[src/rtl/core/pcrm_pkg.sv]
// pcrm_pkg: shared types and constants of the phase current RMS monitor.
// No dependencies.
package pcrm_pkg;
	localparam int SqW = 32;
	localparam int SumW = 43;
	localparam int CntW = 13;
	localparam int RmsW = 16;
	localparam logic [15:0] OneAmpQ88 = 16'd256;
	localparam logic ActSample = 1'b0;
	localparam logic ActReport = 1'b1;
	localparam logic CfgThreshold = 1'b0;
	localparam logic CfgRetry = 1'b1;

	typedef struct packed {
		logic load;
		logic div_start;
		logic sqrt_start;
		logic push;
		logic sum_clear;
		logic sum_step;
		logic finish;
	} cmd_t;

	typedef struct packed {
		logic div_done;
		logic sqrt_done;
		logic sum_last;
	} sts_t;
endpackage

[src/rtl/core/pcrm_if.sv]
// pcrm_if: valid/ready channel interfaces for input, result and configuration.
// No dependencies.
interface pcrm_in_if;
	logic valid;
	logic ready;
	logic action;
	logic signed [15:0] current_a;
	logic signed [15:0] current_b;
	logic signed [15:0] current_c;
	logic [31:0] now_ms;
	modport source(output valid, action, current_a, current_b, current_c, now_ms,
		input ready);
	modport sink(input valid, action, current_a, current_b, current_c, now_ms,
		output ready);
endinterface

interface pcrm_out_if;
	logic valid;
	logic ready;
	logic [15:0] rms_a;
	logic [15:0] rms_b;
	logic [15:0] rms_c;
	logic [15:0] peak_rms;
	logic overcurrent_tripped;
	logic in_cooldown;
	logic samples_dropped;
	logic [12:0] sample_count;
	modport source(output valid, rms_a, rms_b, rms_c, peak_rms, overcurrent_tripped,
		in_cooldown, samples_dropped, sample_count, input ready);
	modport sink(input valid, rms_a, rms_b, rms_c, peak_rms, overcurrent_tripped,
		in_cooldown, samples_dropped, sample_count, output ready);
endinterface

interface pcrm_cfg_if;
	logic valid;
	logic ready;
	logic [0:0] index;
	logic [31:0] data;
	modport source(output valid, index, data, input ready);
	modport sink(input valid, index, data, output ready);
endinterface

[src/rtl/core/phase_current_rms_overcurrent_monitor.sv]
// Phase current RMS monitor with windowed overcurrent trip; top level.
// Depends on pcrm_pkg, pcrm_if, pcrm_ctrl and pcrm_dp.
//
// A sample item (action 0) does not run the sequencer; the block can accept one
// sample per clock while idle, squares go through a two-stage multiply and
// add into 43-bit per-phase accumulators. A report item (action 1) runs the
// sequencer: a restoring divide of the three sums by the count, a load of
// the root, a bitwise square root, a push into the peak window, a sequential
// clipped sum over the window entries, and the trip and cooldown update,
// after which the result is valid. The result is held in an output register
// until taken; the next item is accepted while a result waits, except a
// report which waits for the output register to drain. A report is also held
// off after the last accepted sample until that sample's squares reach the
// accumulators. The peak window resets to zero.
module phase_current_rms_overcurrent_monitor #(
	parameter int WINDOW_DEPTH = 10,
	parameter int MAX_SAMPLES = 4096
) (
	input  logic clk,
	input  logic arst_n,
	pcrm_in_if.sink in_ch,
	pcrm_out_if.source out_ch,
	pcrm_cfg_if.sink cfg
);
	logic [15:0] thresh_q;
	logic [31:0] retry_q;
	pcrm_pkg::cmd_t cmd;
	pcrm_pkg::sts_t sts;
	logic busy, out_v_q, acc, sample_go, report_go, acc_busy;
	logic [15:0] ra, rb, rc, pk;
	logic trip, cool, drop;
	logic [12:0] cnt;

	// configuration: always ready, write by index
	assign cfg.ready = 1'b1;
	always_ff @(posedge clk or negedge arst_n) begin
		if (!arst_n) begin
			thresh_q <= 16'd12800;
			retry_q <= 32'd1000;
		end else if (cfg.valid) begin
			case (cfg.index)
				pcrm_pkg::CfgThreshold: thresh_q <= cfg.data[15:0];
				pcrm_pkg::CfgRetry: retry_q <= cfg.data;
				default: ;
			endcase
		end
	end

	// hold off reports until the previous result is gone and the sums are complete
	assign in_ch.ready = !busy &&
		!(in_ch.action == pcrm_pkg::ActReport && (out_v_q || acc_busy));
	assign acc = in_ch.valid && in_ch.ready;
	assign sample_go = acc && (in_ch.action == pcrm_pkg::ActSample);
	assign report_go = acc && (in_ch.action == pcrm_pkg::ActReport);

	pcrm_ctrl u_ctrl (
		.clk(clk), .arst_n(arst_n), .report_go(report_go), .sts(sts),
		.cmd(cmd), .busy(busy)
	);

	pcrm_dp #(.WINDOW_DEPTH(WINDOW_DEPTH), .MAX_SAMPLES(MAX_SAMPLES)) u_dp (
		.clk(clk), .arst_n(arst_n), .sample_go(sample_go),
		.cur_a(in_ch.current_a), .cur_b(in_ch.current_b), .cur_c(in_ch.current_c),
		.now_in(in_ch.now_ms), .thresh(thresh_q), .retry(retry_q),
		.cmd(cmd), .sts(sts), .acc_busy(acc_busy),
		.rms_a(ra), .rms_b(rb), .rms_c(rc), .peak(pk),
		.tripped(trip), .cool(cool), .dropped(drop), .count(cnt)
	);

	// raise valid after the final sequencer step; drop on take
	always_ff @(posedge clk or negedge arst_n) begin
		if (!arst_n) out_v_q <= 1'b0;
		else if (cmd.finish) out_v_q <= 1'b1;
		else if (out_ch.ready) out_v_q <= 1'b0;
	end

	assign out_ch.valid = out_v_q;
	assign out_ch.rms_a = ra;
	assign out_ch.rms_b = rb;
	assign out_ch.rms_c = rc;
	assign out_ch.peak_rms = pk;
	assign out_ch.overcurrent_tripped = trip;
	assign out_ch.in_cooldown = cool;
	assign out_ch.samples_dropped = drop;
	assign out_ch.sample_count = cnt;
endmodule

[src/rtl/core/pcrm_ctrl.sv]
// pcrm_ctrl: report sequencer (divide, square root, window push, window sum).
// Depends on pcrm_pkg.
module pcrm_ctrl (
	input  logic clk,
	input  logic arst_n,
	input  logic report_go,
	input  pcrm_pkg::sts_t sts,
	output pcrm_pkg::cmd_t cmd,
	output logic busy
);
	localparam logic [2:0] S_IDLE = 3'd0;
	localparam logic [2:0] S_DIV = 3'd1;
	localparam logic [2:0] S_SQRT = 3'd2;
	localparam logic [2:0] S_PUSH = 3'd3;
	localparam logic [2:0] S_SUM = 3'd4;
	localparam logic [2:0] S_FIN = 3'd5;
	localparam logic [2:0] S_ROOT = 3'd6;

	logic [2:0] state_q, state_d;

	always_ff @(posedge clk or negedge arst_n) begin
		if (!arst_n) state_q <= S_IDLE;
		else state_q <= state_d;
	end

	always_comb begin
		state_d = state_q;
		cmd = '0;
		case (state_q)
			S_IDLE: if (report_go) begin
				cmd.load = 1'b1;
				cmd.div_start = 1'b1;
				state_d = S_DIV;
			end
			// pass through S_ROOT so the last quotient bit is in place before the root starts
			S_DIV: if (sts.div_done) state_d = S_ROOT;
			S_ROOT: begin
				cmd.sqrt_start = 1'b1;
				state_d = S_SQRT;
			end
			S_SQRT: if (sts.sqrt_done) state_d = S_PUSH;
			S_PUSH: begin
				cmd.push = 1'b1;
				cmd.sum_clear = 1'b1;
				state_d = S_SUM;
			end
			S_SUM: begin
				cmd.sum_step = 1'b1;
				if (sts.sum_last) state_d = S_FIN;
			end
			S_FIN: begin
				cmd.finish = 1'b1;
				state_d = S_IDLE;
			end
			default: state_d = S_IDLE;
		endcase
	end

	assign busy = (state_q != S_IDLE);
endmodule

[src/rtl/core/pcrm_dp.sv]
// pcrm_dp: accumulators, shared divider and square root, peak window, trip logic.
// Depends on pcrm_pkg.
module pcrm_dp #(
	parameter int WINDOW_DEPTH = 10,
	parameter int MAX_SAMPLES = 4096
) (
	input  logic clk,
	input  logic arst_n,
	input  logic sample_go,
	input  logic signed [15:0] cur_a,
	input  logic signed [15:0] cur_b,
	input  logic signed [15:0] cur_c,
	input  logic [31:0] now_in,
	input  logic [15:0] thresh,
	input  logic [31:0] retry,
	input  pcrm_pkg::cmd_t cmd,
	output pcrm_pkg::sts_t sts,
	output logic acc_busy,
	output logic [15:0] rms_a,
	output logic [15:0] rms_b,
	output logic [15:0] rms_c,
	output logic [15:0] peak,
	output logic tripped,
	output logic cool,
	output logic dropped,
	output logic [12:0] count
);
	localparam int PosW = (WINDOW_DEPTH > 1) ? $clog2(WINDOW_DEPTH) : 1;
	localparam int CntFullW = $clog2(MAX_SAMPLES + 1);
	localparam int SumW = pcrm_pkg::SumW;

	// sample squaring, registered, then added
	logic [15:0] mag_a_s1, mag_b_s1, mag_c_s1;
	logic sq_v_s1, sq_v_s2;
	logic [31:0] sq_a_s2, sq_b_s2, sq_c_s2;
	logic [SumW-1:0] acc_q [3];
	logic [CntFullW-1:0] cnt_q;
	logic drop_q;

	function automatic logic [15:0] mag16(input logic signed [15:0] v);
		return v[15] ? 16'(-v) : 16'(v);
	endfunction

	always_ff @(posedge clk) begin
		mag_a_s1 <= mag16(cur_a);
		mag_b_s1 <= mag16(cur_b);
		mag_c_s1 <= mag16(cur_c);
		sq_a_s2 <= mag_a_s1 * mag_a_s1;
		sq_b_s2 <= mag_b_s1 * mag_b_s1;
		sq_c_s2 <= mag_c_s1 * mag_c_s1;
	end

	// count is advanced at acceptance so saturation sees every earlier sample
	always_ff @(posedge clk or negedge arst_n) begin
		if (!arst_n) begin
			sq_v_s1 <= 1'b0;
			sq_v_s2 <= 1'b0;
			cnt_q <= '0;
			drop_q <= 1'b0;
			for (int i = 0; i < 3; i++) acc_q[i] <= '0;
		end else begin
			sq_v_s1 <= 1'b0;
			sq_v_s2 <= sq_v_s1;
			if (cmd.load) begin
				cnt_q <= '0;
				drop_q <= 1'b0;
				for (int i = 0; i < 3; i++) acc_q[i] <= '0;
			end else begin
				if (sample_go) begin
					if (cnt_q >= CntFullW'(MAX_SAMPLES)) drop_q <= 1'b1;
					else begin
						cnt_q <= cnt_q + 1'b1;
						sq_v_s1 <= 1'b1;
					end
				end
				if (sq_v_s2) begin
					acc_q[0] <= acc_q[0] + SumW'(sq_a_s2);
					acc_q[1] <= acc_q[1] + SumW'(sq_b_s2);
					acc_q[2] <= acc_q[2] + SumW'(sq_c_s2);
				end
			end
		end
	end

	// squares still on their way to the accumulators
	assign acc_busy = sq_v_s1 | sq_v_s2;

	// report snapshot
	logic [SumW-1:0] snap_q [3];
	logic [CntFullW-1:0] div_q;
	logic [31:0] now_q;

	// shared restoring divider, three phases in parallel, one bit a cycle
	logic [SumW-1:0] quo_q [3];
	logic [CntFullW:0] rem_q [3];
	logic [5:0] dbit_q;
	logic div_run_q;

	// bitwise square root, three lanes, one result bit a cycle
	logic [SumW-1:0] sx_q [3];
	logic [SumW:0] root_q [3];
	logic [SumW:0] sbit_q;
	logic sqrt_run_q;

	always_ff @(posedge clk or negedge arst_n) begin
		if (!arst_n) begin
			div_run_q <= 1'b0;
			sqrt_run_q <= 1'b0;
			dbit_q <= '0;
			sbit_q <= '0;
		end else begin
			if (cmd.div_start) begin
				div_run_q <= 1'b1;
				dbit_q <= 6'(SumW - 1);
			end else if (div_run_q) begin
				if (dbit_q == 6'd0) div_run_q <= 1'b0;
				else dbit_q <= dbit_q - 1'b1;
			end
			if (cmd.sqrt_start) begin
				sqrt_run_q <= 1'b1;
				sbit_q <= (SumW+1)'(1) << 42;
			end else if (sqrt_run_q) begin
				sbit_q <= sbit_q >> 2;
				if (sbit_q[0] || sbit_q[1]) sqrt_run_q <= 1'b0;
			end
		end
	end

	always_ff @(posedge clk) begin
		if (cmd.load) begin
			for (int i = 0; i < 3; i++) snap_q[i] <= acc_q[i];
			div_q <= (cnt_q == '0) ? CntFullW'(1) : cnt_q;
			count <= 13'(cnt_q);
			dropped <= drop_q | (sample_go & (cnt_q >= CntFullW'(MAX_SAMPLES)));
			now_q <= now_in;
		end
		if (cmd.div_start) begin
			for (int i = 0; i < 3; i++) begin
				rem_q[i] <= '0;
				quo_q[i] <= '0;
			end
		end else if (div_run_q) begin
			for (int i = 0; i < 3; i++) begin
				logic [CntFullW+1:0] t;
				t = {rem_q[i], snap_q[i][dbit_q]};
				if (t >= (CntFullW+2)'(div_q)) begin
					rem_q[i] <= (CntFullW+1)'(t - (CntFullW+2)'(div_q));
					quo_q[i][dbit_q] <= 1'b1;
				end else begin
					rem_q[i] <= (CntFullW+1)'(t);
				end
			end
		end
		if (cmd.sqrt_start) begin
			for (int i = 0; i < 3; i++) begin
				sx_q[i] <= quo_q[i];
				root_q[i] <= '0;
			end
		end else if (sqrt_run_q) begin
			for (int i = 0; i < 3; i++) begin
				logic [SumW+1:0] trial;
				trial = {1'b0, root_q[i]} + {1'b0, sbit_q};
				if ({2'b0, sx_q[i]} >= trial) begin
					sx_q[i] <= SumW'({2'b0, sx_q[i]} - trial);
					root_q[i] <= (root_q[i] >> 1) + sbit_q;
				end else begin
					root_q[i] <= root_q[i] >> 1;
				end
			end
		end
	end

	assign sts.div_done = div_run_q && (dbit_q == 6'd0);
	assign sts.sqrt_done = sqrt_run_q && (sbit_q[0] || sbit_q[1]);

	// peak of the three roots
	logic [15:0] ra, rb, rc, pk;
	assign ra = root_q[0][15:0];
	assign rb = root_q[1][15:0];
	assign rc = root_q[2][15:0];
	always_comb begin
		pk = ra;
		if (rb > pk) pk = rb;
		if (rc > pk) pk = rc;
	end

	// window of peaks and its sequential sum
	logic [15:0] win_q [WINDOW_DEPTH];
	logic [PosW-1:0] pos_q, sidx_q;
	logic [31:0] total_q;
	logic cool_q;
	logic [31:0] start_q;
	logic [15:0] ent;

	assign ent = (win_q[sidx_q] > thresh) ? thresh : win_q[sidx_q];
	assign sts.sum_last = (sidx_q == PosW'(WINDOW_DEPTH - 1));

	always_ff @(posedge clk or negedge arst_n) begin
		if (!arst_n) begin
			for (int i = 0; i < WINDOW_DEPTH; i++) win_q[i] <= '0;
			pos_q <= '0;
			sidx_q <= '0;
			cool_q <= 1'b0;
			start_q <= '0;
		end else begin
			if (cmd.push) begin
				win_q[pos_q] <= pk;
				pos_q <= (pos_q == PosW'(WINDOW_DEPTH - 1)) ? '0 : pos_q + 1'b1;
				sidx_q <= '0;
			end
			if (cmd.sum_step && !sts.sum_last) sidx_q <= sidx_q + 1'b1;
			if (cmd.finish) begin
				logic trip, c;
				logic [31:0] st;
				trip = (total_q > 32'(thresh) * 32'(WINDOW_DEPTH)) && !cool_q;
				c = cool_q | trip;
				st = trip ? now_q : start_q;
				if (c && (now_q > st + retry)) begin
					c = 1'b0;
					st = now_q;
				end
				cool_q <= c;
				start_q <= st;
			end
		end
	end

	always_ff @(posedge clk) begin
		if (cmd.sum_clear) total_q <= '0;
		else if (cmd.sum_step) total_q <= total_q + 32'(ent) + 32'(pcrm_pkg::OneAmpQ88);
		if (cmd.push) begin
			rms_a <= ra;
			rms_b <= rb;
			rms_c <= rc;
			peak <= pk;
		end
		if (cmd.finish) begin
			tripped <= (total_q > 32'(thresh) * 32'(WINDOW_DEPTH)) && !cool_q;
		end
	end

	assign cool = cool_q;
endmodule

[src/flat_wrapper.sv]
// flat-port wrapper written by rule: the top's interface ports become plain ports
module phase_current_rms_overcurrent_monitor_flat 
#(
	parameter int WINDOW_DEPTH = 10,
	parameter int MAX_SAMPLES = 4096
)
  (clk, arst_n, in_ch_valid, in_ch_action, in_ch_current_a, in_ch_current_b, in_ch_current_c, in_ch_now_ms, in_ch_ready, out_ch_valid, out_ch_rms_a, out_ch_rms_b, out_ch_rms_c, out_ch_peak_rms, out_ch_overcurrent_tripped, out_ch_in_cooldown, out_ch_samples_dropped, out_ch_sample_count, out_ch_ready, cfg_valid, cfg_index, cfg_data, cfg_ready);
  pcrm_in_if in_ch_i ();
  pcrm_out_if out_ch_i ();
  pcrm_cfg_if cfg_i ();
  input  logic clk;
  input  logic arst_n;
  input wire logic [$bits(in_ch_i.valid)-1:0] in_ch_valid;
  input wire logic [$bits(in_ch_i.action)-1:0] in_ch_action;
  input wire logic [$bits(in_ch_i.current_a)-1:0] in_ch_current_a;
  input wire logic [$bits(in_ch_i.current_b)-1:0] in_ch_current_b;
  input wire logic [$bits(in_ch_i.current_c)-1:0] in_ch_current_c;
  input wire logic [$bits(in_ch_i.now_ms)-1:0] in_ch_now_ms;
  output wire logic [$bits(in_ch_i.ready)-1:0] in_ch_ready;
  output wire logic [$bits(out_ch_i.valid)-1:0] out_ch_valid;
  output wire logic [$bits(out_ch_i.rms_a)-1:0] out_ch_rms_a;
  output wire logic [$bits(out_ch_i.rms_b)-1:0] out_ch_rms_b;
  output wire logic [$bits(out_ch_i.rms_c)-1:0] out_ch_rms_c;
  output wire logic [$bits(out_ch_i.peak_rms)-1:0] out_ch_peak_rms;
  output wire logic [$bits(out_ch_i.overcurrent_tripped)-1:0] out_ch_overcurrent_tripped;
  output wire logic [$bits(out_ch_i.in_cooldown)-1:0] out_ch_in_cooldown;
  output wire logic [$bits(out_ch_i.samples_dropped)-1:0] out_ch_samples_dropped;
  output wire logic [$bits(out_ch_i.sample_count)-1:0] out_ch_sample_count;
  input wire logic [$bits(out_ch_i.ready)-1:0] out_ch_ready;
  input wire logic [$bits(cfg_i.valid)-1:0] cfg_valid;
  input wire logic [$bits(cfg_i.index)-1:0] cfg_index;
  input wire logic [$bits(cfg_i.data)-1:0] cfg_data;
  output wire logic [$bits(cfg_i.ready)-1:0] cfg_ready;
  assign in_ch_i.valid = in_ch_valid;
  assign in_ch_i.action = in_ch_action;
  assign in_ch_i.current_a = in_ch_current_a;
  assign in_ch_i.current_b = in_ch_current_b;
  assign in_ch_i.current_c = in_ch_current_c;
  assign in_ch_i.now_ms = in_ch_now_ms;
  assign in_ch_ready = in_ch_i.ready;
  assign out_ch_valid = out_ch_i.valid;
  assign out_ch_rms_a = out_ch_i.rms_a;
  assign out_ch_rms_b = out_ch_i.rms_b;
  assign out_ch_rms_c = out_ch_i.rms_c;
  assign out_ch_peak_rms = out_ch_i.peak_rms;
  assign out_ch_overcurrent_tripped = out_ch_i.overcurrent_tripped;
  assign out_ch_in_cooldown = out_ch_i.in_cooldown;
  assign out_ch_samples_dropped = out_ch_i.samples_dropped;
  assign out_ch_sample_count = out_ch_i.sample_count;
  assign out_ch_i.ready = out_ch_ready;
  assign cfg_i.valid = cfg_valid;
  assign cfg_i.index = cfg_index;
  assign cfg_i.data = cfg_data;
  assign cfg_ready = cfg_i.ready;
  phase_current_rms_overcurrent_monitor #(.WINDOW_DEPTH(WINDOW_DEPTH), .MAX_SAMPLES(MAX_SAMPLES)) u_core (.clk(clk), .arst_n(arst_n), .in_ch(in_ch_i), .out_ch(out_ch_i), .cfg(cfg_i));
endmodule
[config.mk]
export PLATFORM = sky130hd
export DESIGN_NAME = phase_current_rms_overcurrent_monitor_flat
export DESIGN_NICKNAME = d
export VERILOG_FILES = /design/src/rtl/core/pcrm_pkg.sv /design/src/rtl/core/pcrm_if.sv /design/src/rtl/core/phase_current_rms_overcurrent_monitor.sv /design/src/rtl/core/pcrm_ctrl.sv /design/src/rtl/core/pcrm_dp.sv /design/src/flat_wrapper.sv
export SDC_FILE = /design/constraint.sdc
export NUM_CORES = 2
export LEC_CHECK = 0
export BUFFER_PORTS_ARGS = -buffer_cell sky130_fd_sc_hd__buf_2
export CORE_UTILIZATION = 40
export CTS_BUF_LIST = sky130_fd_sc_hd__clkbuf_2 sky130_fd_sc_hd__clkbuf_4 sky130_fd_sc_hd__clkbuf_8
export CTS_CLUSTER_SIZE = 16
export DETAILED_ROUTE_END_ITERATION = 8
export MAX_ROUTING_LAYER = met4
export PLACE_DENSITY = 0.58
export REMOVE_ABC_BUFFERS = 1
export SYNTH_ARGS = -nofsm -noshare
export SYNTH_HDL_FRONTEND = slang
export SYNTH_HIERARCHICAL = 1
export SYNTH_SLANG_ARGS = --single-unit
[constraint.sdc]
create_clock -name clk -period 14.5 [get_ports clk]
set_clock_uncertainty 0.05 [all_clocks]
set_input_delay 0.725 -clock clk [delete_from_list [all_inputs] [get_ports clk]]
set_output_delay 0.725 -clock clk [all_outputs]
set_load 0.02 [all_outputs]
======== Word-level counts from Yosys, hierarchy flattened ========
Memories as Yosys holds them, arrays and structs flattened.
Cells that the tools add are included.
storage, ports and cells
  flip-flop bits (word level) ............. 750
  RAM bits ................................ 561
  output and inout bits ................... 83
  word-level logic and storage cells ...... 562
  memories ................................ 5
operators by class
  add/subtract/negate cells ............... 25
  $mul .................................... 4
  $lt $le $gt $ge ......................... 17
  equal/unequal tests ..................... 14
  multiplexer cells ....................... 262
  bitwise gates (word level) .............. 152
  reduce and logical (&&, ||, !) cells .... 35
memory list
  name                words  width  read ports  clocked after memory_dff  wr ports  line            text
  u_core.u_dp.root_q  3      44     3           0                         3         pcrm_dp.sv:101  logic [SumW:0] root_q [3];
  u_core.u_dp.quo_q   3      43     3           0                         3         pcrm_dp.sv:94   logic [SumW-1:0] quo_q [3];
  u_core.u_dp.snap_q  3      43     3           0                         3         pcrm_dp.sv:89   logic [SumW-1:0] snap_q [3];
  u_core.u_dp.sx_q    3      43     3           0                         3         pcrm_dp.sv:100  logic [SumW-1:0] sx_q [3];
  u_core.u_dp.rem_q   3      14     3           0                         3         pcrm_dp.sv:95   logic [CntFullW:0] rem_q [3];
operators with widths
  cell              number
  $mux W44          8
  $mux W129         2
  $mux W43          6
  $mux W1           205
  $bwmux W160       1
  $or A1 B1 Y1      147
  $add A44 B44 Y45  3
  $ge A43 B45 Y1    3
  $add A43 B44 Y44  3
  $add A43 B32 Y43  3
  $sub A43 B43 Y43  3
  $mul A16 B16 Y32  3
  $mux W16          6
  $mux W14          6
  $bmux W16 S4      1
  $demux W16 S4     1
  $mux W32          2
  $gt A16 B16 Y1    3
  $neg A16 Y16      3
  $ge A15 B13 Y1    3
  $mux W15          3
  $sub A14 B13 Y14  3
  $mux W13          3
  $add A32 B16 Y32  1
  other kinds (39)  87

======== Depth between registers and ports, before layout ========
  depth in word-level cells ............... 13
  gate-level depth with buffers ........... 50
  gate-level depth less buffers ........... 47

======== By module ========
Netlist, hierarchy kept.
by module, submodules not included
  module                                 times used  cells an instance  area each (µm²)  seq. area each (µm²)
  pcrm_dp                                1           9820               95342.7          33432.1
  phase_current_rms_overcurrent_monitor  1           113                1909.3           1237.4
  pcrm_ctrl                              1           27                 226.5            75.1

======== Worst setup path after synthesis ========
Ideal clock, no wire load.
  kind .................................... reg2reg
  from .................................... register u_core.thresh_q[1]
  to ...................................... register u_core.u_dp.start_q[10]
  library setup time ...................... 0.125 ns
  arrival ................................. 9.736 ns
  required time ........................... 14.325 ns
  slack ................................... 4.589 ns
  cell stages (with the launch flop) ...... 50
  path buffers ............................ 3
  cells stage by stage .................... dfrtp_1 -> ha_1 -> ha_1 -> fa_1 -> a21o_1 -> a21oi_1 -> o21bai_1 -> a21oi_1 -> o21bai_1 -> a21oi_1 -> o21bai_1 -> a21o_1 -> a31o_2 -> a21oi_1 -> xnor2_1 -> ha_1 -> a21o_1 -> a21oi_1 -> (+14 left out) -> o21ai_0 -> a21oi_1 -> o21ai_0 -> a31oi_1 -> o31ai_1 -> nand2_1 -> ha_1 -> a21o_1 -> a21o_1 -> a21o_1 -> a21o_1 -> a21o_1 -> a21o_1 -> a2111oi_0 -> nor3b_1 -> o21ai_1 -> buf_2 -> mux2_2
between the ends
  longest elaborated chain between the ends .. 8
  elaborated cells between the ends (all ways) .. 9
  those cells by class .................... add/sub (1); mul (1); order compare (2); mux (2); bitwise (1); reduce/logical (2)
ends and longest elaborated chain
  what                     line                                         text
  from (decl)              phase_current_rms_overcurrent_monitor.sv:25  logic [15:0] thresh_q;
  from (signal assigned)   phase_current_rms_overcurrent_monitor.sv:42  pcrm_pkg::CfgThreshold: thresh_q <= cfg.data[15:0];
  $mul A16 B3 Y19 (*)      pcrm_dp.sv:215                               trip = (total_q > 32'(thresh) * 32'(WINDOW_DEPTH)) && !cool_q;
  $gt A32 B20 Y1 (*)       pcrm_dp.sv:215
  $logic_and A1 B1 Y1 (*)  pcrm_dp.sv:215
  $mux W32                 pcrm_dp.sv:217                               st = trip ? now_q : start_q;
  $add A32 B32 Y32         pcrm_dp.sv:218                               if (c && (now_q > st + retry)) begin
  $gt A32 B32 Y1           pcrm_dp.sv:218
  $logic_and A1 B1 Y1      pcrm_dp.sv:218
  $mux W32 (*)             pcrm_dp.sv:218
  to (signal assigned)     pcrm_dp.sv:223                               start_q <= st;
  to (decl)                pcrm_dp.sv:192                               logic [31:0] start_q;
Mark *: on every way between the ends. The rest lies on a longest branch, timed or not.
A chain may end at the register's enable or synchronous reset.

======== Worst setup path in the final report ========
  from .................................... register u_core.thresh_q[3]
  to ...................................... register u_core.u_dp.start_q[26]
The elaborated chain is that of the path after synthesis.

==> impl_metrics.py <==
metrics = {
    "critical_path": {
        "path_delay_family": "compound AO/OA/AOI/OAI gates",
        "critPathMaxStageDelay_ps": 500,
        "critical_path.slowest_cell": "a2111oi_0",
        "crit_required_ps": 15250,
        "end_kind": "register",
        "startpoint_type": "register",
        "worstPathArrival_ps": 12430,
        "crit_type": "reg2reg",
        "cp_common_cell": "a21o_1",
        "critPathBufInv": 2,
        "critPathMaxFanout": 33,
    },
    "clocking": {
        "clk_pin_slew_ps": 60,
        "clkSinkCount": 1286,
        "numCtsBuffers": 226,
        "cts-root-buf": "clkbuf_8",
        "cts_tree": "built",
        "cts.repair.resized": 0,
        "postCtsSetupRepairBufs": 0,
        "clkLatencyLatePin_ps": 1010,
        "cts_buffer_depth": 3,
        "htree_levels": 4,
    },
    "grt": {
        "grt_pass1_wl_um": 406000,
        "grt_pass1_vias": 73300,
        "grt_max_degree": 221,
        "overflow": 0,
        "antenna_found_initial": 2,
        "grt_use_total_pct": 21.4,
    },
    "placed_design": {
        "routabilityCongestion": 0.928,
        "hpwl_um": 188000,
        "portBuffers": 200,
    },
    "routing": {
        "drc": 0,
        "wl_per_cell_um": 18.8,
        "vias": 73200,
        "wirelength_um": 256000,
        "first_iter_violations": 4716,
        "vias_per_cell": 5.36,
        "dr.pass1.iters": 5,
        "ant_nets": 0,
    },
    "floorplanning": {
        "core_um2": 241000,
        "die_width_um": 496,
        "rows": 180,
        "io_pins": 202,
        "die_area_um2": 246000,
        "die_h_um": 496,
        "start_util_pct": 40.4,
    },
    "pwr": {
        "cellPowerDensity_nw_per_um2": 219,
        "ir_worst_vdd_mv": 0.351,
        "leakage_nw": 48.6,
        "p_total_w": 0.0238,
    },
    "synth": {
        "synth.distinct_cells": 106,
        "yosysTopAreaCell": "edfxtp_1",
        "synth_edf_count": 684,
        "ys_warn_count": 6,
        "ys_top_cells_by_area": "edfxtp_1, ha_1, dfrtp_1",
        "avgSynthCellArea_um2": 9.79,
        "synth-seq-cells": 1286,
        "async_reset_ff_share_pct": 33.3,
        "seq_area_frac_synth_pct": 35.6,
        "synth_area_um2": 97500,
        "synth_top_area_share_pct": 21.1,
        "synth_ff_type": "edfxtp_1",
        "netlist_instances": 9960,
    },
    "timing": {
        "worstMarginPinSlew_ps": 1280,
        "setup_viol": 0,
        "fmax_mhz": 85.6,
        "fin_crit_sh_pct": 80.5,
        "slew_headroom_pct": 14.2,
        "hold_slack_ps": 124,
        "grt_setup_unrepaired": "no",
        "slew_viol_final": 0,
        "period_needed_ps": 11680,
        "finalHoldViolCount": 0,
    },
    "finish": {
        "drive_above_1_share_pct": 9.44,
        "mostFrequentLayoutCells": "nand2_1, ha_1, inv_1",
        "layout_commonest_cell": "nand2_1",
        "syn2layout_area_growth_pct": 11.3,
        "finalNetCount": 11800,
    },
    "run_status": {
        "status": "finished clean",
    },
    "hold_path": {
        "hp-class": "in2reg",
    },
    "job": {
        "maxCapViolations": 0,
    },
}
[repair_timing]
action | 4_1_cts | 5_1_grt
hold buffers | 139 | 0
hold endpoints to repair | 215 | 0
setup endpoints to repair | 0 | 0
[worst reg2reg max path: cells and delay by family, from the launching register on]
| family | cells | cell delay [ps] |
|---|---|---|
| adder cells (fa/ha/maj) | 7 | 2140 |
| buffers and inverters | 2 | 760 |
| AND/OR/NAND/NOR | 3 | 450 |
| multiplexers | 1 | 400 |
| AO/OA/AOI/OAI | 33 | 7140 |
| flip-flops | 1 | 430 |
| XOR/XNOR | 1 | 140 |
[sequential cells by signal, indices dropped and copies added (netlist names), 22 cells and up]
signal and cells:
u_core/u_dp/root_q 132, u_core/u_dp/total_q 32, u_core/u_dp/sq_a_s2 31, u_core/retry_q 32, u_core/u_dp/sq_b_s2 31, u_core/u_dp/sbit_q 22
u_core/u_dp/now_q 32, u_core/u_dp/sx_q 129, u_core/u_dp/start_q 32, u_core/u_dp/sq_c_s2 31, u_core/u_dp/acc_q 129, u_core/u_dp/quo_q 129
u_core/u_dp/rem_q 42, u_core/u_dp/win_q 160, u_core/u_dp/snap_q 129
[synthesized netlist by cell type, drive strengths merged, types with 117 or more instances]
cell	n
mux2	117
and2	180
inv	897
nand2	1121
o21ai	627
xnor2	376
a21oi	431
dfxtp	174
mux2i	171
clkbuf	306
dfrtp	419
a31oi	144
nand3	142
xor2	340
a21o	296
ha	896
nor2	743
fa	501
edfxtp	684
[metrics by stage]
stage	utilization [%]	instance area (um2)	instances	setup slack, ps	setup TNS [ps]
after floorplan	-	96000	9587	-6290	-1219500
after global placement	42.2	102000	13100	3030	0
after detailed placement	42.2	102000	13100	2880	0
after CTS	44.9	108000	13600	2800	0
after global routing	44.9	108000	13700	1880	0
final	44.9	108000	13700	2820	0
[worst paths after layout]
path	startpoint	to	slack [ps]	depth (start not counted)
setup reg to reg	u_core/thresh_q[3]$_DFFE_PN0P_	u_core/u_dp/start_q[26]$_DFFE_PN0P_	2820	47
min in group asynchronous	arst_n	u_core/u_dp/cnt_q[7]$_DFFE_PN0P_	280	2
hold / removal	in_ch_current_a[15]	u_core/u_dp/mag_a_s1[10]$_DFF_P_	120	3
max in group asynchronous	arst_n	u_core/u_dp/win_q[153]$_DFFE_PN0P_	11190	5
hold reg to reg	u_core/u_dp/sq_v_s1$_DFF_PN0_	u_core/u_dp/sq_v_s2$_DFF_PN0_	330	0
setup / recovery	u_core/thresh_q[3]$_DFFE_PN0P_	u_core/u_dp/start_q[26]$_DFFE_PN0P_	2820	47
[where the power goes]
part           total, W  internal (W)  switching, W
registers       0.00536       0.00488      0.000479
logic            0.0146       0.00637       0.00826
clock network   0.00379       0.00213       0.00166
total            0.0238        0.0134        0.0104
[kinds of logic (layout without fill, tap and decap cells)]
logic type / count (synthesis) / count (layout) / synth area share (%)
buf+inv: 1271 / 1775 / 5.00
xor+xnor: 716 / 716 / 6.43
compound gates: 2145 / 2145 / 14.0
simple gates: 2822 / 2822 / 13.2
other cells: 1 / 4 / 0.00385
fa+ha+maj: 1397 / 1397 / 21.8
mux: 322 / 322 / 3.95
flops: 1286 / 1286 / 35.6
[cell type report]
class                   instances  area [um2]
repair buffers                448        3250
fillers                     23000      133000
well taps                    3185        3990
inverters                     898        3370
clock inverters                86         991
clock buffers                 343        4210
flip-flops and latches       1286       34700
diodes                          3        7.51
multi-input cells            7403       57900
[metal layers]
metal  share of wire (%)  track usage [%]  up-vias
met5                   0                -        -
met4                 2.6             6.27        0
met3                 4.7             2.60      364
met2                  48             35.0     1677
met1                  45             27.7    35800
li1                    -                -    35300
Note: power is estimated with default switching activity, not from simulation.
